$ cat src/rtl/command_line_tokenizer_defines.svh
// Assertion macros shared by the tokenizer RTL.
// Expects i_clk and i_rst_n in the scope of the module that uses them.
`ifndef COMMAND_LINE_TOKENIZER_DEFINES_SVH
`define COMMAND_LINE_TOKENIZER_DEFINES_SVH

// Same-cycle implication, checked out of reset.
`define CTKN_ASSERT_NOW(lbl, ante, cons, msg) \
    lbl: assert property (@(posedge i_clk) disable iff (!i_rst_n) (ante) |-> (cons)) \
        else $error(msg);

// Next-cycle implication, checked out of reset.
`define CTKN_ASSERT_NEXT(lbl, ante, cons, msg) \
    lbl: assert property (@(posedge i_clk) disable iff (!i_rst_n) (ante) |=> (cons)) \
        else $error(msg);

`endif

$ cat src/rtl/ctkn_pkg.sv
// Types, limits and character codes for the command line tokenizer.
// Used by ctkn_front, ctkn_fifo, ctkn_back and the top level.
`default_nettype none

package ctkn_pkg;

    localparam int MAX_TOKENS      = 32;
    localparam int MAX_TOKEN_CHARS = 1024;

    // token count must hold MAX_TOKENS itself
    localparam int TK_W = $clog2(MAX_TOKENS + 1);
    // character count runs up to MAX_TOKEN_CHARS-1
    localparam int CN_W = $clog2(MAX_TOKEN_CHARS);

    localparam int RUN_MAX = 3;
    localparam int Q_DEPTH = 4;
    localparam int Q_AW    = $clog2(Q_DEPTH);

    localparam logic [7:0] CH_NUL   = 8'h00;
    localparam logic [7:0] CH_NL    = 8'h0A;
    localparam logic [7:0] CH_SPACE = 8'h20;
    localparam logic [7:0] CH_QUOTE = 8'h22;
    localparam logic [7:0] CH_SLASH = 8'h2F;

    typedef enum logic [2:0] {
        MODE_BETWEEN,
        MODE_SLASH,
        MODE_COMMENT,
        MODE_WORD,
        MODE_QUOTE
    } t_mode;

    typedef enum logic [1:0] {
        KIND_CHAR,
        KIND_END,
        KIND_LINE
    } t_kind;

    typedef struct packed {
        t_kind      kind;
        logic [7:0] ch;
        logic [4:0] idx;
        logic [5:0] total;
    } t_rec;

    // all results caused by one byte, in order, recs[0] first
    typedef struct packed {
        logic [1:0]              n;
        t_rec [RUN_MAX-1:0]      recs;
    } t_run;

    function automatic logic is_sep(input logic [7:0] c);
        return (c <= CH_SPACE) || c[7];
    endfunction

endpackage

`default_nettype wire

$ cat src/rtl/ctkn_front.sv
// Front end: accepts text bytes, tracks scan mode and counters,
// and packs the results of each byte into one run. Uses ctkn_pkg.
`default_nettype none

module ctkn_front (
    input  wire logic          i_clk,
    input  wire logic          i_rst_n,
    input  wire logic          i_valid,
    output logic               o_ready,
    input  wire logic [7:0]    i_text_byte,
    input  wire logic          i_q_full,
    output logic               o_push,
    output ctkn_pkg::t_run     o_run
);
    import ctkn_pkg::*;

    `include "command_line_tokenizer_defines.svh"

    t_mode             r_mode, n_mode;
    logic [TK_W-1:0]   r_tk, n_tk;
    logic [CN_W-1:0]   r_cn, n_cn;

    logic              accept;
    logic              kept;
    logic              f_slash, f_char, f_end, f_line, f_start;
    t_mode             dec_mode;
    t_run              run;

    assign o_ready = !i_q_full;
    assign accept  = i_valid && o_ready;
    assign kept    = r_tk < TK_W'(MAX_TOKENS);

    // decode: which actions this byte takes, and the mode it leaves
    always_comb begin
        f_slash  = 1'b0;
        f_char   = 1'b0;
        f_end    = 1'b0;
        f_line   = 1'b0;
        f_start  = 1'b0;
        dec_mode = r_mode;
        unique case (r_mode)
            MODE_SLASH: begin
                if (i_text_byte == CH_SLASH) begin
                    dec_mode = MODE_COMMENT;
                end else begin
                    // held slash becomes the first word character
                    f_slash  = 1'b1;
                    dec_mode = MODE_WORD;
                    if (i_text_byte == CH_NUL) begin
                        f_end  = 1'b1;
                        f_line = 1'b1;
                    end else if (is_sep(i_text_byte)) begin
                        f_end = 1'b1;
                    end else begin
                        f_char = 1'b1;
                    end
                end
            end
            MODE_COMMENT: begin
                if (i_text_byte == CH_NUL) begin
                    f_line = 1'b1;
                end else if (i_text_byte == CH_NL) begin
                    dec_mode = MODE_BETWEEN;
                end
            end
            MODE_WORD: begin
                if (i_text_byte == CH_NUL) begin
                    f_end  = 1'b1;
                    f_line = 1'b1;
                end else if (is_sep(i_text_byte)) begin
                    f_end = 1'b1;
                end else begin
                    f_char = 1'b1;
                end
            end
            MODE_QUOTE: begin
                if (i_text_byte == CH_NUL) begin
                    f_end  = 1'b1;
                    f_line = 1'b1;
                end else if (i_text_byte == CH_QUOTE) begin
                    f_end = 1'b1;
                end else begin
                    f_char = 1'b1;
                end
            end
            default: begin
                if (i_text_byte == CH_NUL) begin
                    f_line = 1'b1;
                end else if (is_sep(i_text_byte)) begin
                    dec_mode = MODE_BETWEEN;
                end else if (i_text_byte == CH_SLASH) begin
                    f_start  = 1'b1;
                    dec_mode = MODE_SLASH;
                end else if (i_text_byte == CH_QUOTE) begin
                    f_start  = 1'b1;
                    dec_mode = MODE_QUOTE;
                end else begin
                    f_start  = 1'b1;
                    f_char   = 1'b1;
                    dec_mode = MODE_WORD;
                end
            end
        endcase
    end

    // build the run in fixed order: slash, character, token end, line end
    always_comb begin
        logic [1:0]      slot;
        logic [CN_W-1:0] cn_v;
        logic [TK_W-1:0] tk_v;
        run  = '0;
        slot = 2'd0;
        cn_v = f_start ? '0 : r_cn;
        tk_v = r_tk;
        if (f_slash && kept && cn_v < CN_W'(MAX_TOKEN_CHARS - 1)) begin
            run.recs[slot] = '{kind: KIND_CHAR, ch: CH_SLASH,
                               idx: 5'(tk_v), total: 6'(tk_v)};
            slot = slot + 2'd1;
            cn_v = cn_v + 1'b1;
        end
        if (f_char && kept && cn_v < CN_W'(MAX_TOKEN_CHARS - 1)) begin
            run.recs[slot] = '{kind: KIND_CHAR, ch: i_text_byte,
                               idx: 5'(tk_v), total: 6'(tk_v)};
            slot = slot + 2'd1;
            cn_v = cn_v + 1'b1;
        end
        if (f_end && kept) begin
            tk_v = tk_v + 1'b1;
            run.recs[slot] = '{kind: KIND_END, ch: CH_NUL,
                               idx: 5'(r_tk), total: 6'(tk_v)};
            slot = slot + 2'd1;
        end
        if (f_line) begin
            run.recs[slot] = '{kind: KIND_LINE, ch: CH_NUL,
                               idx: 5'd0, total: 6'(tk_v)};
            slot = slot + 2'd1;
            tk_v = '0;
        end
        run.n  = slot;
        n_mode = (f_end || f_line) ? MODE_BETWEEN : dec_mode;
        n_tk   = tk_v;
        n_cn   = (f_end || f_line) ? '0 : cn_v;
    end

    assign o_run  = run;
    assign o_push = accept && (run.n != 2'd0);

    always_ff @(posedge i_clk) begin
        if (!i_rst_n) begin
            r_mode <= MODE_BETWEEN;
            r_tk   <= '0;
            r_cn   <= '0;
        end else if (accept) begin
            r_mode <= n_mode;
            r_tk   <= n_tk;
            r_cn   <= n_cn;
        end
    end

    `CTKN_ASSERT_NOW(a_tk_bound, 1'b1, r_tk <= TK_W'(MAX_TOKENS), "token count past limit")
    `CTKN_ASSERT_NOW(a_cn_idle, r_mode == MODE_BETWEEN || r_mode == MODE_COMMENT,
                     r_cn == '0, "char count not clear outside a token")

endmodule

`default_nettype wire

$ cat src/rtl/ctkn_fifo.sv
// Short run queue between front and back end.
// Flop storage, one write and one head read per cycle. Uses ctkn_pkg.
`default_nettype none

module ctkn_fifo (
    input  wire logic            i_clk,
    input  wire logic            i_rst_n,
    input  wire logic            i_push,
    input  wire ctkn_pkg::t_run  i_run,
    output logic                 o_full,
    input  wire logic            i_pop,
    output logic                 o_valid,
    output ctkn_pkg::t_run       o_run
);
    import ctkn_pkg::*;

    `include "command_line_tokenizer_defines.svh"

    t_run              r_mem [Q_DEPTH];
    logic [Q_AW-1:0]   r_wr, r_rd;
    logic [Q_AW:0]     r_count, n_count;

    assign o_full  = r_count == (Q_AW + 1)'(Q_DEPTH);
    assign o_valid = r_count != '0;
    assign o_run   = r_mem[r_rd];

    always_comb begin
        n_count = r_count;
        if (i_push && !i_pop) begin
            n_count = r_count + 1'b1;
        end else if (i_pop && !i_push) begin
            n_count = r_count - 1'b1;
        end
    end

    always_ff @(posedge i_clk) begin
        if (i_push) begin
            r_mem[r_wr] <= i_run;
        end
    end

    always_ff @(posedge i_clk) begin
        if (!i_rst_n) begin
            r_wr    <= '0;
            r_rd    <= '0;
            r_count <= '0;
        end else begin
            if (i_push) begin
                r_wr <= r_wr + 1'b1;
            end
            if (i_pop) begin
                r_rd <= r_rd + 1'b1;
            end
            r_count <= n_count;
        end
    end

    `CTKN_ASSERT_NOW(a_no_overflow, o_full, !i_push, "push into full queue")
    `CTKN_ASSERT_NOW(a_no_underflow, !o_valid, !i_pop, "pop from empty queue")

endmodule

`default_nettype wire

$ cat src/rtl/ctkn_back.sv
// Back end: takes one run at a time from the queue and hands out its
// results one per cycle while i_ready is high, marking the last. Uses ctkn_pkg.
`default_nettype none

module ctkn_back (
    input  wire logic            i_clk,
    input  wire logic            i_rst_n,
    input  wire logic            i_q_valid,
    input  wire ctkn_pkg::t_run  i_q_run,
    output logic                 o_pop,
    output logic                 o_valid,
    input  wire logic            i_ready,
    output ctkn_pkg::t_rec       o_rec,
    output logic                 o_last
);
    import ctkn_pkg::*;

    `include "command_line_tokenizer_defines.svh"

    t_run        r_run;
    logic        r_have;
    logic [1:0]  r_sub;
    logic        fire;
    logic        load;

    assign o_valid = r_have;
    assign o_rec   = r_run.recs[r_sub];
    assign o_last  = r_sub == (r_run.n - 2'd1);
    assign fire    = r_have && i_ready;
    // refill when empty, or as the last result of the held run leaves
    assign load    = i_q_valid && (!r_have || (fire && o_last));
    assign o_pop   = load;

    always_ff @(posedge i_clk) begin
        if (load) begin
            r_run <= i_q_run;
        end
    end

    always_ff @(posedge i_clk) begin
        if (!i_rst_n) begin
            r_have <= 1'b0;
            r_sub  <= '0;
        end else if (load) begin
            r_have <= 1'b1;
            r_sub  <= '0;
        end else if (fire && o_last) begin
            r_have <= 1'b0;
            r_sub  <= '0;
        end else if (fire) begin
            r_sub <= r_sub + 2'd1;
        end
    end

    `CTKN_ASSERT_NOW(a_run_nonempty, r_have, r_run.n != 2'd0, "empty run held")
    `CTKN_ASSERT_NOW(a_sub_in_run, r_have, r_sub < r_run.n, "result index past run")
    `CTKN_ASSERT_NEXT(a_line_clears, fire && o_rec.kind == KIND_LINE, !r_have || r_sub == 2'd0,
                      "line end not last of its run")

endmodule

`default_nettype wire

$ cat src/rtl/command_line_tokenizer.sv
// Top level of the command line tokenizer: front end, run queue, back end.
// Depends on ctkn_pkg, ctkn_front, ctkn_fifo and ctkn_back.
//
//   channel   direction  handshake          payload
//   text in   input      i_valid/o_ready    i_text_byte
//   results   output     o_valid/i_ready    o_kind, o_token_char, o_arg_index,
//                                           o_arg_total, o_last_of_run
//
// One text byte is taken per cycle while the four-entry run queue has room.
// Each byte yields zero to three results, sent one per cycle by the back end
// while i_ready is high, so the output port sets the sustained rate on busy
// lines. A result is registered in the run queue, then in the back end.
// Synchronous active-low reset returns the scanner to between tokens, zero
// counts, empty queue. Output stalls back up through the queue to o_ready.
`default_nettype none

module command_line_tokenizer (
    input  wire logic        i_clk,
    input  wire logic        i_rst_n,
    input  wire logic        i_valid,
    output logic             o_ready,
    input  wire logic [7:0]  i_text_byte,
    output logic             o_valid,
    input  wire logic        i_ready,
    output logic [1:0]       o_kind,
    output logic [7:0]       o_token_char,
    output logic [4:0]       o_arg_index,
    output logic [5:0]       o_arg_total,
    output logic             o_last_of_run
);
    import ctkn_pkg::*;

    logic  q_full, q_push, q_pop, q_valid;
    t_run  front_run, head_run;
    t_rec  rec;

    ctkn_front u_front (
        .i_clk       (i_clk),
        .i_rst_n     (i_rst_n),
        .i_valid     (i_valid),
        .o_ready     (o_ready),
        .i_text_byte (i_text_byte),
        .i_q_full    (q_full),
        .o_push      (q_push),
        .o_run       (front_run)
    );

    ctkn_fifo u_fifo (
        .i_clk   (i_clk),
        .i_rst_n (i_rst_n),
        .i_push  (q_push),
        .i_run   (front_run),
        .o_full  (q_full),
        .i_pop   (q_pop),
        .o_valid (q_valid),
        .o_run   (head_run)
    );

    ctkn_back u_back (
        .i_clk     (i_clk),
        .i_rst_n   (i_rst_n),
        .i_q_valid (q_valid),
        .i_q_run   (head_run),
        .o_pop     (q_pop),
        .o_valid   (o_valid),
        .i_ready   (i_ready),
        .o_rec     (rec),
        .o_last    (o_last_of_run)
    );

    assign o_kind       = rec.kind;
    assign o_token_char = rec.ch;
    assign o_arg_index  = rec.idx;
    assign o_arg_total  = rec.total;

endmodule

`default_nettype wire
$ cat config.mk
export PLATFORM = sky130hd
export DESIGN_NAME = command_line_tokenizer
export DESIGN_NICKNAME = d
export VERILOG_FILES = /design/src/rtl/ctkn_pkg.sv /design/src/rtl/ctkn_front.sv /design/src/rtl/ctkn_fifo.sv /design/src/rtl/ctkn_back.sv /design/src/rtl/command_line_tokenizer.sv
export VERILOG_INCLUDE_DIRS = /design/src /design/src/rtl
export SDC_FILE = /design/constraint.sdc
export NUM_CORES = 1
export LEC_CHECK = 0
export ABC_AREA = 1
export BUFFER_PORTS_ARGS = -buffer_cell sky130_fd_sc_hd__buf_2
export CORE_MARGIN = 2
export CORE_UTILIZATION = 67
export CTS_CLUSTER_SIZE = 24
export DETAILED_ROUTE_END_ITERATION = 12
export PLACE_DENSITY = 0.91
export SLEW_MARGIN = 30
export SYNTH_ARGS = -nofsm -noshare
export SYNTH_HDL_FRONTEND = slang
export SYNTH_SLANG_ARGS = --single-unit
$ cat constraint.sdc
create_clock -name i_clk -period 14.3 [get_ports i_clk]
set_input_delay 2.145 -clock i_clk [delete_from_list [all_inputs] [get_ports i_clk]]
set_output_delay 2.145 -clock i_clk [all_outputs]
set_load 0.02 [all_outputs]
==> reports/qor.txt <==
===========================================================================================
Run status ................................................................... complete, no violations
Transition time at the pin with the least slew margin ........................     0.908 ns
Max-cap check violation count ................................................            0
Number of buffers inserted by hold repair at cts .............................            0
Core Rows ....................................................................           52
Number of setup buffers added after CTS ......................................            0
Pre-antenna DRT Iters ........................................................            6
Most common cell type on the critical path ................................... sky130_fd_sc_hd__nand2_1
IO Port Bufs .................................................................           35
Area share of the largest cell type after synthesis ..........................        0.623
Max_slew headroom ............................................................        0.394
Number of warning messages in the yosys log ..................................            0
Final routed wirelength across all metal layers ..............................     31400 um
Dominant cell by count in the synthesized netlist ............................ sky130_fd_sc_hd__edfxtp_1
ANT cells ....................................................................            0
Initial antenna violation count ..............................................            0
Average wire length per cell after detail routing ............................      20.2 um
Number of design-rule violations left by the first detailed-router iteration .         1337
Area added between synthesis and finish ......................................        9.51%
Asr flop ratio synth .........................................................            0
Via count of the first global-routing pass ...................................         9269
Reg clk slew, reported paths .................................................      0.06 ns
Register area share after synthesis ..........................................        0.666
Skew final ...................................................................    0.0146 ns
Quantity of gates resized following cts ......................................            0
Total routing resource utilization after global routing ......................        0.292
Net count of the finished layout .............................................         1289
Count of unresolved DRC violations after routing .............................            0
Die span in y ................................................................       147 um
Routability congestion estimate ..............................................        0.931
Cell Pwr Density .............................................................  214 nW/um^2
Ranking of synthesized cells by area ......................................... sky130_fd_sc_hd__edfxtp_1 (62%), sky130_fd_sc_hd__o21ai_0 (6.3%), sky130_fd_sc_hd__nor2_1 (5.1%), sky130_fd_sc_hd__dfxtp_1 (4.2%), sky130_fd_sc_hd__nand2_1 (3.2%)
Slowest library cell on the worst path ....................................... sky130_fd_sc_hd__nor3_1
Final max-slew violation count ...............................................            0
Die width ....................................................................       147 um
Kind of capture point of the worst setup path ................................         flop
Maximum frequency from static timing analysis ................................    0.129 GHz
Buffer depth of the longest clock path .......................................            3
TritonCTS clock tree .........................................................         done
Final Instance Count excl. Fillers ...........................................         1553
Maximum number of pins on one net before global-route repair .................           68
Vias post-DR .................................................................         9771
Cell type with the highest aggregate area in the netlist ..................... sky130_fd_sc_hd__edfxtp_1
Leading register cell type out of synthesis .................................. sky130_fd_sc_hd__edfxtp_1
Delay of the slowest cell on the worst path ..................................      0.58 ns
Top cells by instance count after synthesis .................................. sky130_fd_sc_hd__edfxtp_1 (285), sky130_fd_sc_hd__nor2_1 (185), sky130_fd_sc_hd__o21ai_0 (173), sky130_fd_sc_hd__nand2_1 (117), sky130_fd_sc_hd__inv_1 (92)
Cell total after placement ...................................................         1500
Count of nets left with antenna violations after detail routing ..............            0
Lkg Pwr ......................................................................      5.43 nW
Count of H-tree levels built during CTS ......................................            1
Share of cells above drive strength 1 ........................................        0.106
Post-synth cell types ........................................................           42
Worst Setup Path Type ........................................................ input port to flop
Class of the tightest hold or removal check .................................. flop to flop
Area of the core .............................................................  20200 sq um
Part of the cycle the worst path needs .......................................        0.543
Clk_lat worst skew ...........................................................      0.55 ns
Maximum VDD drop .............................................................     0.127 mV
Post-detailed-route via-to-cell ratio ........................................         6.29
Post-synthesis instance total ................................................         1247
Unrepaired setup endpoints after global routing ..............................           no
Boundary Pins ................................................................           36
Final min period .............................................................      7.77 ns
Total negative slack .........................................................         0 ns
Syn_area_per_cell ............................................................   11.0 sq um
Clock net sink count .........................................................          314
Residual overflow from global routing ........................................            0
Required arrival time at the worst endpoint ..................................     14.62 ns
Seq cells post-synth .........................................................          314
Effective utilization at floorplan ...........................................        0.681
Final HPWL from detailed placement ...........................................     19000 um
Kind of launch point of the worst setup path .................................   input port
Cell area after synthesis ....................................................  13700 sq um
Clock tree root buffer cell .................................................. sky130_fd_sc_hd__clkbuf_16
Number of CTS-inserted buffers ...............................................           29
Final setup vio count ........................................................            0
End-of-flow core utilization .................................................        0.745
Number of enable flip-flop cells after synthesis .............................          285
Maximum net fanout on the critical path ......................................           23
First-pass GRT wire length ...................................................     49100 um
Die area .....................................................................  21700 sq um
Critical Path AT .............................................................      8.09 ns
Final count of hold timing violations ........................................            0
Fillcell total ...............................................................         1231
===========================================================================================
## flip-flops by register name, indices dropped and copies added (netlist names)
name	cells
u_fifo.r_rd	2
u_front.r_mode	3
u_front.r_tk	6
u_back.r_run	57
u_fifo.r_mem	228
u_back.o_valid	1
u_front.r_cn	10
u_fifo.r_wr	2
u_fifo.r_count	3
u_back.r_sub	2
## cell usage in the layout (no fill, tap or decap), drive strengths merged, types with 3 or more instances in the layout
cell type / netlist / layout
o22ai: 64 / 64
nor3: 18 / 18
bufinv: 0 / 3
o21ai: 174 / 174
dfxtp: 29 / 29
nand3: 73 / 73
clkinv: 2 / 11
nand4: 13 / 13
xor2: 10 / 10
ha: 15 / 15
a211oi: 9 / 9
buf: 8 / 47
inv: 101 / 102
a31oi: 5 / 5
clkbuf: 59 / 39
nor2: 196 / 196
a22oi: 5 / 5
a21oi: 36 / 36
conb: 1 / 4
nand2: 133 / 133
edfxtp: 285 / 285
## path summary, 6_finish.rpt
path	start	end	slack, ns	cells past startpoint
setup / recovery	i_text_byte[6]	u_fifo.r_mem[3][44]	6.53	32
setup reg to reg	u_front.r_mode[0]	u_fifo.r_mem[3][44]	7.98	31
hold / removal	u_fifo.r_count[2]	u_fifo.r_count[2]	0.48	2
hold reg to reg	u_fifo.r_count[2]	u_fifo.r_count[2]	0.48	2
## worst max-delay path: cells and delay by family
family,cells,cell delay [ns]
compound gates,1,0.43
buf+inv,6,1.11
simple gates,21,3.43
fa+ha+maj,4,0.98
## layer usage
metal  track usage  wire [um]
met1         0.404      11700
met2         0.486      15500
met3        0.0457       3330
met4        0.0861        899
met5             0          0
## logic make-up after synthesis
kind of cell | after synthesis | share of synthesized area
AND/OR/NAND/NOR | 437 | 0.144
flip-flops | 314 | 0.666
AO/OA/AOI/OAI | 297 | 0.118
buffers and inverters | 170 | 0.0488
adder cells (fa/ha/maj) | 16 | 0.0151
XOR/XNOR | 12 | 0.00766
other | 1 | 0.000273
## report_power, final
part / total, mW / switching [mW] / internal (mW) / leakage (nW)
Sequential: 1.45 / 0.0984 / 1.35 / 2.91
Combinational: 1.03 / 0.761 / 0.268 / 2.08
Clock: 0.742 / 0.315 / 0.427 / 0.435
Total: 3.22 / 1.17 / 2.05 / 5.43
## metrics by stage
step                hold WS [ns]  cell area (sq um)  setup slack, ns  total power [mW]
CTS                        0.482              15000             6.66              3.21
global placement           0.465              14100             6.32              2.40
detailed placement         0.472              14100             6.10              2.47
global route               0.522              15000             6.02              3.38
floorplan                  0.451              13700             5.34              2.15
finish                     0.481              15000             6.53              3.22
## final cells by class
| type | count | area, sq um | area share |
|---|---|---|---|
| Inverter | 103 | 389 | 0.0259 |
| Clock inverter | 14 | 146 | 0.00974 |
| Sequential cell | 314 | 9140 | 0.608 |
| Timing Repair Buffer | 47 | 285 | 0.0190 |
| Tap cell | 270 | 338 | 0.0225 |
| Multi-Input combinational cell | 766 | 3970 | 0.264 |
| Clock buffer | 39 | 763 | 0.0508 |
(Power assumes the default switching activity.)
